--- config.mk ---
export PLATFORM = sky130hd
export DESIGN_NAME = dta_isqrt
export DESIGN_NICKNAME = d
export VERILOG_FILES = /design/src/design/dta_pkg.sv /design/src/design/dta_isqrt.sv
export SDC_FILE = /design/constraint.sdc
export NUM_CORES = 2
export LEC_CHECK = 0
export BUFFER_PORTS_ARGS = -buffer_cell sky130_fd_sc_hd__buf_4
export CORE_MARGIN = 1.5
export CORE_UTILIZATION = 55
export CTS_CLUSTER_DIAMETER = 50
export DETAILED_ROUTE_END_ITERATION = 8
export GPL_ROUTABILITY_DRIVEN = 0
export GPL_TIMING_DRIVEN = 1
export PLACE_DENSITY = 0.68
export SLEW_MARGIN = 5
export SYNTH_ARGS = -nofsm -noshare
export SYNTH_HDL_FRONTEND = slang
export SYNTH_SLANG_ARGS = --single-unit
export TNS_END_PERCENT = 1
--- constraint.sdc ---
create_clock -name clk -period 51.4 [get_ports clk]
set_clock_uncertainty 0.2 [all_clocks]
set_input_delay 15.42 -clock clk [delete_from_list [all_inputs] [get_ports clk]]
set_output_delay 15.42 -clock clk [all_outputs]
set_load 0.005 [all_outputs]
--- src/design/dta_pkg.sv ---
// Shared constants, widths and helper functions for the dihedral angle pipeline.
// No dependencies; every other design file refers to it by scoped names.
package dta_pkg;

  localparam int COORD_W      = 24;
  localparam int ANGLE_W      = 16;
  localparam int NORM_FIT     = 29;
  localparam int PROD_FIT     = 30;
  localparam int SQRT_STEPS   = 31;
  localparam int RAD_W        = 2 * SQRT_STEPS;
  localparam int CORDIC_STEPS = 17;
  localparam int CORDIC_W     = 36;
  localparam int ZW           = 19;
  localparam int PI_Q16       = 205887;
  localparam int PI_Q13       = 25736;

  // Arctangent of 2^-i, scaled by 65536 and rounded.
  function automatic logic signed [ZW-1:0] atan_q16(input int i);
    logic signed [ZW-1:0] a;
    case (i)
      0:       a = 19'sd51472;
      1:       a = 19'sd30386;
      2:       a = 19'sd16055;
      3:       a = 19'sd8150;
      4:       a = 19'sd4091;
      5:       a = 19'sd2047;
      6:       a = 19'sd1024;
      7:       a = 19'sd512;
      8:       a = 19'sd256;
      9:       a = 19'sd128;
      10:      a = 19'sd64;
      11:      a = 19'sd32;
      12:      a = 19'sd16;
      13:      a = 19'sd8;
      14:      a = 19'sd4;
      15:      a = 19'sd2;
      16:      a = 19'sd1;
      default: a = '0;
    endcase
    return a;
  endfunction

  function automatic logic [63:0] mag64(input logic signed [63:0] v);
    logic [63:0] m;
    m = v[63] ? 64'(-v) : 64'(v);
    return m;
  endfunction

  // Smallest right shift that brings the magnitude below 2^bits.
  function automatic logic [5:0] fit_shift(input logic [63:0] m, input int bits);
    int len;
    len = 0;
    for (int i = 0; i < 64; i++) begin
      if (m[i]) len = i + 1;
    end
    return (len > bits) ? 6'(len - bits) : 6'd0;
  endfunction

endpackage

--- src/design/dta_isqrt.sv ---
// Pipelined integer square root, one result bit per stage, bubble-collapsing stall.
// Depends on dta_pkg for the radicand width and the number of steps.
module dta_isqrt #(
  parameter int SIDE_W = 1
) (
  input  logic                         clk,
  input  logic                         rst_n,
  input  logic                         in_valid,
  input  logic [dta_pkg::RAD_W-1:0]    in_rad,
  input  logic [SIDE_W-1:0]            in_side,
  input  logic                         ld_dn,
  output logic                         ld_up,
  output logic                         out_valid,
  output logic [dta_pkg::SQRT_STEPS-1:0] out_root,
  output logic [SIDE_W-1:0]            out_side
);

  localparam int N  = dta_pkg::SQRT_STEPS;
  localparam int RW = dta_pkg::RAD_W + 1;

  logic          v_r    [N];
  logic [RW-1:0] rem_r  [N];
  logic [RW-1:0] root_r [N];
  logic [SIDE_W-1:0] side_r [N];
  logic          ld     [N];

  for (genvar k = 0; k < N; k++) begin : g_step
    logic          pv;
    logic [RW-1:0] prem, proot, trial, rem_nxt, root_nxt;
    logic [SIDE_W-1:0] pside;
    localparam logic [RW-1:0] BITC = RW'(1) << (2 * (N - 1 - k));

    if (k == 0) begin : g_first
      assign pv    = in_valid;
      assign prem  = RW'(in_rad);
      assign proot = '0;
      assign pside = in_side;
    end else begin : g_rest
      assign pv    = v_r[k-1];
      assign prem  = rem_r[k-1];
      assign proot = root_r[k-1];
      assign pside = side_r[k-1];
    end

    if (k == N - 1) begin : g_last_ld
      assign ld[k] = !v_r[k] || ld_dn;
    end else begin : g_mid_ld
      assign ld[k] = !v_r[k] || ld[k+1];
    end

    always_comb begin
      trial = proot + BITC;
      if (prem >= trial) begin
        rem_nxt  = prem - trial;
        root_nxt = (proot >> 1) + BITC;
      end else begin
        rem_nxt  = prem;
        root_nxt = proot >> 1;
      end
    end

    always_ff @(posedge clk) begin
      if (!rst_n) begin
        v_r[k] <= 1'b0;
      end else if (ld[k]) begin
        v_r[k] <= pv;
      end
    end

    always_ff @(posedge clk) begin
      if (ld[k]) begin
        rem_r[k]  <= rem_nxt;
        root_r[k] <= root_nxt;
        side_r[k] <= pside;
      end
    end
  end

  assign ld_up     = ld[0];
  assign out_valid = v_r[N-1];
  assign out_root  = root_r[N-1][N-1:0];
  assign out_side  = side_r[N-1];

endmodule

Word-level counts from Yosys, hierarchy flattened --
Memories as Yosys holds them, arrays and structs flattened. Index checks and enable logic that the tools add are counted.
Word-level totals: logic and storage cells 437, output and inout bits 34, memories 4, memory bits (writable) 3968, register bits 0
Memory list:
- rem_r | depth 31, bits a word 63, rd ports 30, clocked after Yosys merged registers in 0, write ports 31, RTL line dta_isqrt.sv:22 | logic [RW-1:0] rem_r [N];
- root_r | depth 31, bits a word 63, rd ports 31, clocked after Yosys merged registers in 0, write ports 31, RTL line dta_isqrt.sv:23 | logic [RW-1:0] root_r [N];
- side_r | depth 31, bits a word 1, rd ports 31, clocked after Yosys merged registers in 0, write ports 31, RTL line dta_isqrt.sv:24 | logic [SIDE_W-1:0] side_r [N];
- v_r | depth 31, bits a word 1, rd ports 31, clocked after Yosys merged registers in 0, write ports 31, RTL line dta_isqrt.sv:21 | logic v_r [N];
Operators by class: multiplexer cells 218, bitwise gates (word level) 31, reductions and logical operators 62, $lt $le $gt $ge 31, $add $sub $neg 91
Operator list (number):
- $mux W63 | 61
- $ge A63 B63 Y1 | 30
- $sub A63 B63 Y63 | 30
- $mux W1 | 156
- $add A62 B1 Y63 const B | 1
- $add A62 B11 Y63 const B | 1
- $add A62 B13 Y63 const B | 1
- $add A62 B15 Y63 const B | 1
- $add A62 B17 Y63 const B | 1
- $add A62 B19 Y63 const B | 1
- $add A62 B21 Y63 const B | 1
- $add A62 B23 Y63 const B | 1
- $add A62 B25 Y63 const B | 1
- $add A62 B27 Y63 const B | 1
- $add A62 B29 Y63 const B | 1
- $add A62 B3 Y63 const B | 1
- $add A62 B31 Y63 const B | 1
- $add A62 B33 Y63 const B | 1
- $add A62 B35 Y63 const B | 1
- $add A62 B37 Y63 const B | 1
- $add A62 B39 Y63 const B | 1
- $add A62 B41 Y63 const B | 1
- $add A62 B43 Y63 const B | 1
- $add A62 B45 Y63 const B | 1
- 46 further kinds | 136

Logic depth before layout (Yosys ltp) --
An unclocked memory read counts as a cell.
depth after elaboration 37, gate-level depth with buffers 16, depth with buffers taken out 13

Worst setup path before layout --
Ideal clock, no wire load.
kind input -> output, start input ld_dn, end output ld_up, buffers on the path 1, arrival time 24.313 ns, path slack 11.467 ns, stages 13, cell sequence and3b_1 > and4_1 > and2_1 > and4_1 > inv_1 > nor3_1 > and3_1 > clkbuf_1 > inv_1 > nor2_1 > inv_1 > nor2_1 > nand3_1
RTL lines:
- start, declared | RTL line dta_isqrt.sv:11 | input logic ld_dn,
- end, declared | RTL line dta_isqrt.sv:12 | output logic ld_up,

==> flow_summary.toml <==
[global_routing]
grt_pass1_wl_mm = 397
track_usage = 0.241
use_met3 = 0.0479
gr-max-usage-layer = "met2"
antenna_found_initial = 12
grt_max_degree = 84
grt-ovfl-total = 0
grt_use_met2 = 0.410
grt_pass1_vias = 69915
gr-usage-met1 = 0.316

[power]
p_leak_nw = 52.3
p_per_area_nw_per_um2 = 49.4
max-vdd-ir-drop_uv = 43.8

[layout]
final_cell_mix = "2447 x edfxtp_1, 663 x inv_1, 595 x nand2_1"
num-nets-final = 9950
drive_above_1_share = 0.0808
syn_to_final_growth_pct = 11.8
layout_commonest_cell = "edfxtp_1"
nFillCells = 15833

[worst_setup_path]
crit_fanout = 78
arrival_ns = 20.85
cp-end-kind = "primary output"
worstSetupPathType = "primary input to primary output"
r2r-start = "v_r[1][14]"
r2r_end = "v_r[0][0]"
critPathLaunchType = "primary input"
worstPathRequired_ns = 35.78
r2r_slack_ns = 44.83
reg2reg_depth = 15

[run]
cap_violations = 0

[clocking]
cts_tree = "done"
clk_latency_ns = 0.94
hold_buffers = 0
cts_sinks = 2448
cts.path.max_buffers = 4
cts_resized = 0
cts_setup_buffers = 0
cts_htree_levels = 5
root_buffer = "clkbuf_16"
clkTransAtPathRegs_ns = 0.06
cts_inserted_buffers = 292

[timing]
final_max_slew_viol_count = 0
tightest_slew_ns = 1.15
setup_viol = 0
post-route-period-util = 0.709
fin_ws_ns = 14.93
final_hold_viol_count = 0
period_needed_ns = 36.47
relSlewSlack = 0.219
tns_ns = 0
rsz0062_at_grt = "no"
fmax_mhz = 27.4

[worst_hold_path]
hold_end = "side_r[0][8]"
min_from = "side_r[0][7]"
hold_path.class = "flop to flop"
hold_path_depth = 0

[synthesis]
synth-edff-count = 2447
ys_types = 92
netlist_area_sq_um = 116000
synthArstFlopShare = 0
ys_warn_count = 0
ys_ff_latch = 2448
yosys-top-cells-area = "edfxtp_1 64%, ha_1 5.7%, xnor2_1 3.3%"
synth_top_area_frac = 0.635
yosysSeqAreaShare = 0.635
yosys.area.top_type = "edfxtp_1"
synthFlopType = "edfxtp_1"
avgSynthCellArea_sq_um = 12.8
synth_cells = 9073
synth_fp_nets = 9665

[floorplanning]
dieArea_sq_um = 213000
core_sq_um = 209000
io_pins = 101
dieHeight_microns = 462
chipWidth_microns = 462
rows = 168
initial_utilization = 0.553

[route]
dr.pass1.iters = 8
wl_mm = 259
wl_per_cell_microns = 21.0
ant_nets = 0
viasPerCell = 5.87
drc = 0
drt-initial-drc-count = 6971
vias = 72664

[placed_design]
dpl_worst_slack_ns = 14.93
portBuffers = 100
hpwlAfterDp_mm = 195

[status]
status = "completed"
[worst max path at each step]
stage          start    end  slack (ns)  cells after the start
3_3_place_gp   ld_dn  ld_up       14.97                     15
4_1_cts        ld_dn  ld_up       14.88                     15
5_1_grt        ld_dn  ld_up       14.62                     15
6_report       ld_dn  ld_up       14.93                     15
2_1_floorplan  ld_dn  ld_up       11.47                     13
3_5_place_dp   ld_dn  ld_up       14.93                     15
[cell families after synthesis]
| logic type | count (synthesis) | synth area share |
|---|---|---|
| multiplexers | 90 | 0.00866 |
| AND/OR/NAND/NOR | 2728 | 0.122 |
| AO/OA/AOI/OAI | 1601 | 0.0860 |
| flip-flops | 2448 | 0.635 |
| XOR/XNOR | 841 | 0.0637 |
| buffers and inverters | 840 | 0.0276 |
| adder cells (fa/ha/maj) | 525 | 0.0568 |
[Yosys cell counts, types with 217 or more instances]
cell type,number
nor4_1,330
a21oi_1,535
nand2_1,608
a21o_1,217
o21ai_0,377
nor2_1,585
edfxtp_1,2447
inv_1,674
xnor2_1,439
ha_1,525
nor3_1,252
xor2_1,402
[sequential cells by signal, indices dropped and copies added, names as in the netlist]
register  flops
rem_r      1890
root_r      496
side_r       31
v_r          31
[through the flow]
stage,total power [W],util,cell area [sq um],instances,hold WS [ns]
after floorplan,0.00393,-,116000,9073,0.200
after global placement,0.00436,0.573,120000,11869,0.201
after detailed placement,0.00440,0.573,120000,11869,0.205
after CTS,0.00642,0.618,129000,12371,0.219
after global routing,0.00669,0.618,129000,12372,0.227
final,0.00639,0.618,129000,12372,0.218
[worst max-delay path, stage by stage]
cell and delay, ns:
buf_4 0.12, and3b_1 0.27, and4_1 0.37, and2_1 0.33
and4_1 0.41, clkinv_2 0.38, nor3_1 0.77, and3_1 0.51
inv_2 0.15, nor2_1 0.42, inv_2 0.05, buf_4 0.42
nor2_1 0.80, nand3_4 0.20, buf_4 0.21
[metal layers]
metal	routed length [microns]	share of wire
met1	107000	0.41
met2	129000	0.50
met3	18100	0.070
met4	5380	0.021
met5	29	0.00011
[layout make-up]
class,count,area [sq um],share of cell area
Clock inverter,165,1740,0.0135
Tap cell,2805,3510,0.0271
Timing Repair Buffer,152,1140,0.00882
Multi-Input combinational cell,5785,39200,0.303
Clock buffer,337,7670,0.0593
Antenna cell,1,2.50,0.0000194
Inverter,679,2550,0.0198
Sequential cell,2448,73500,0.568
[report_power, final]
part | total (W) | leakage (nW) | switching [W] | internal (W)
logic | 0.00127 | 23.0 | 0.000716 | 0.000555
registers | 0.00312 | 24.8 | 0.000379 | 0.00274
clock network | 0.00201 | 4.56 | 0.000792 | 0.00121
(Power assumes the default switching activity.)
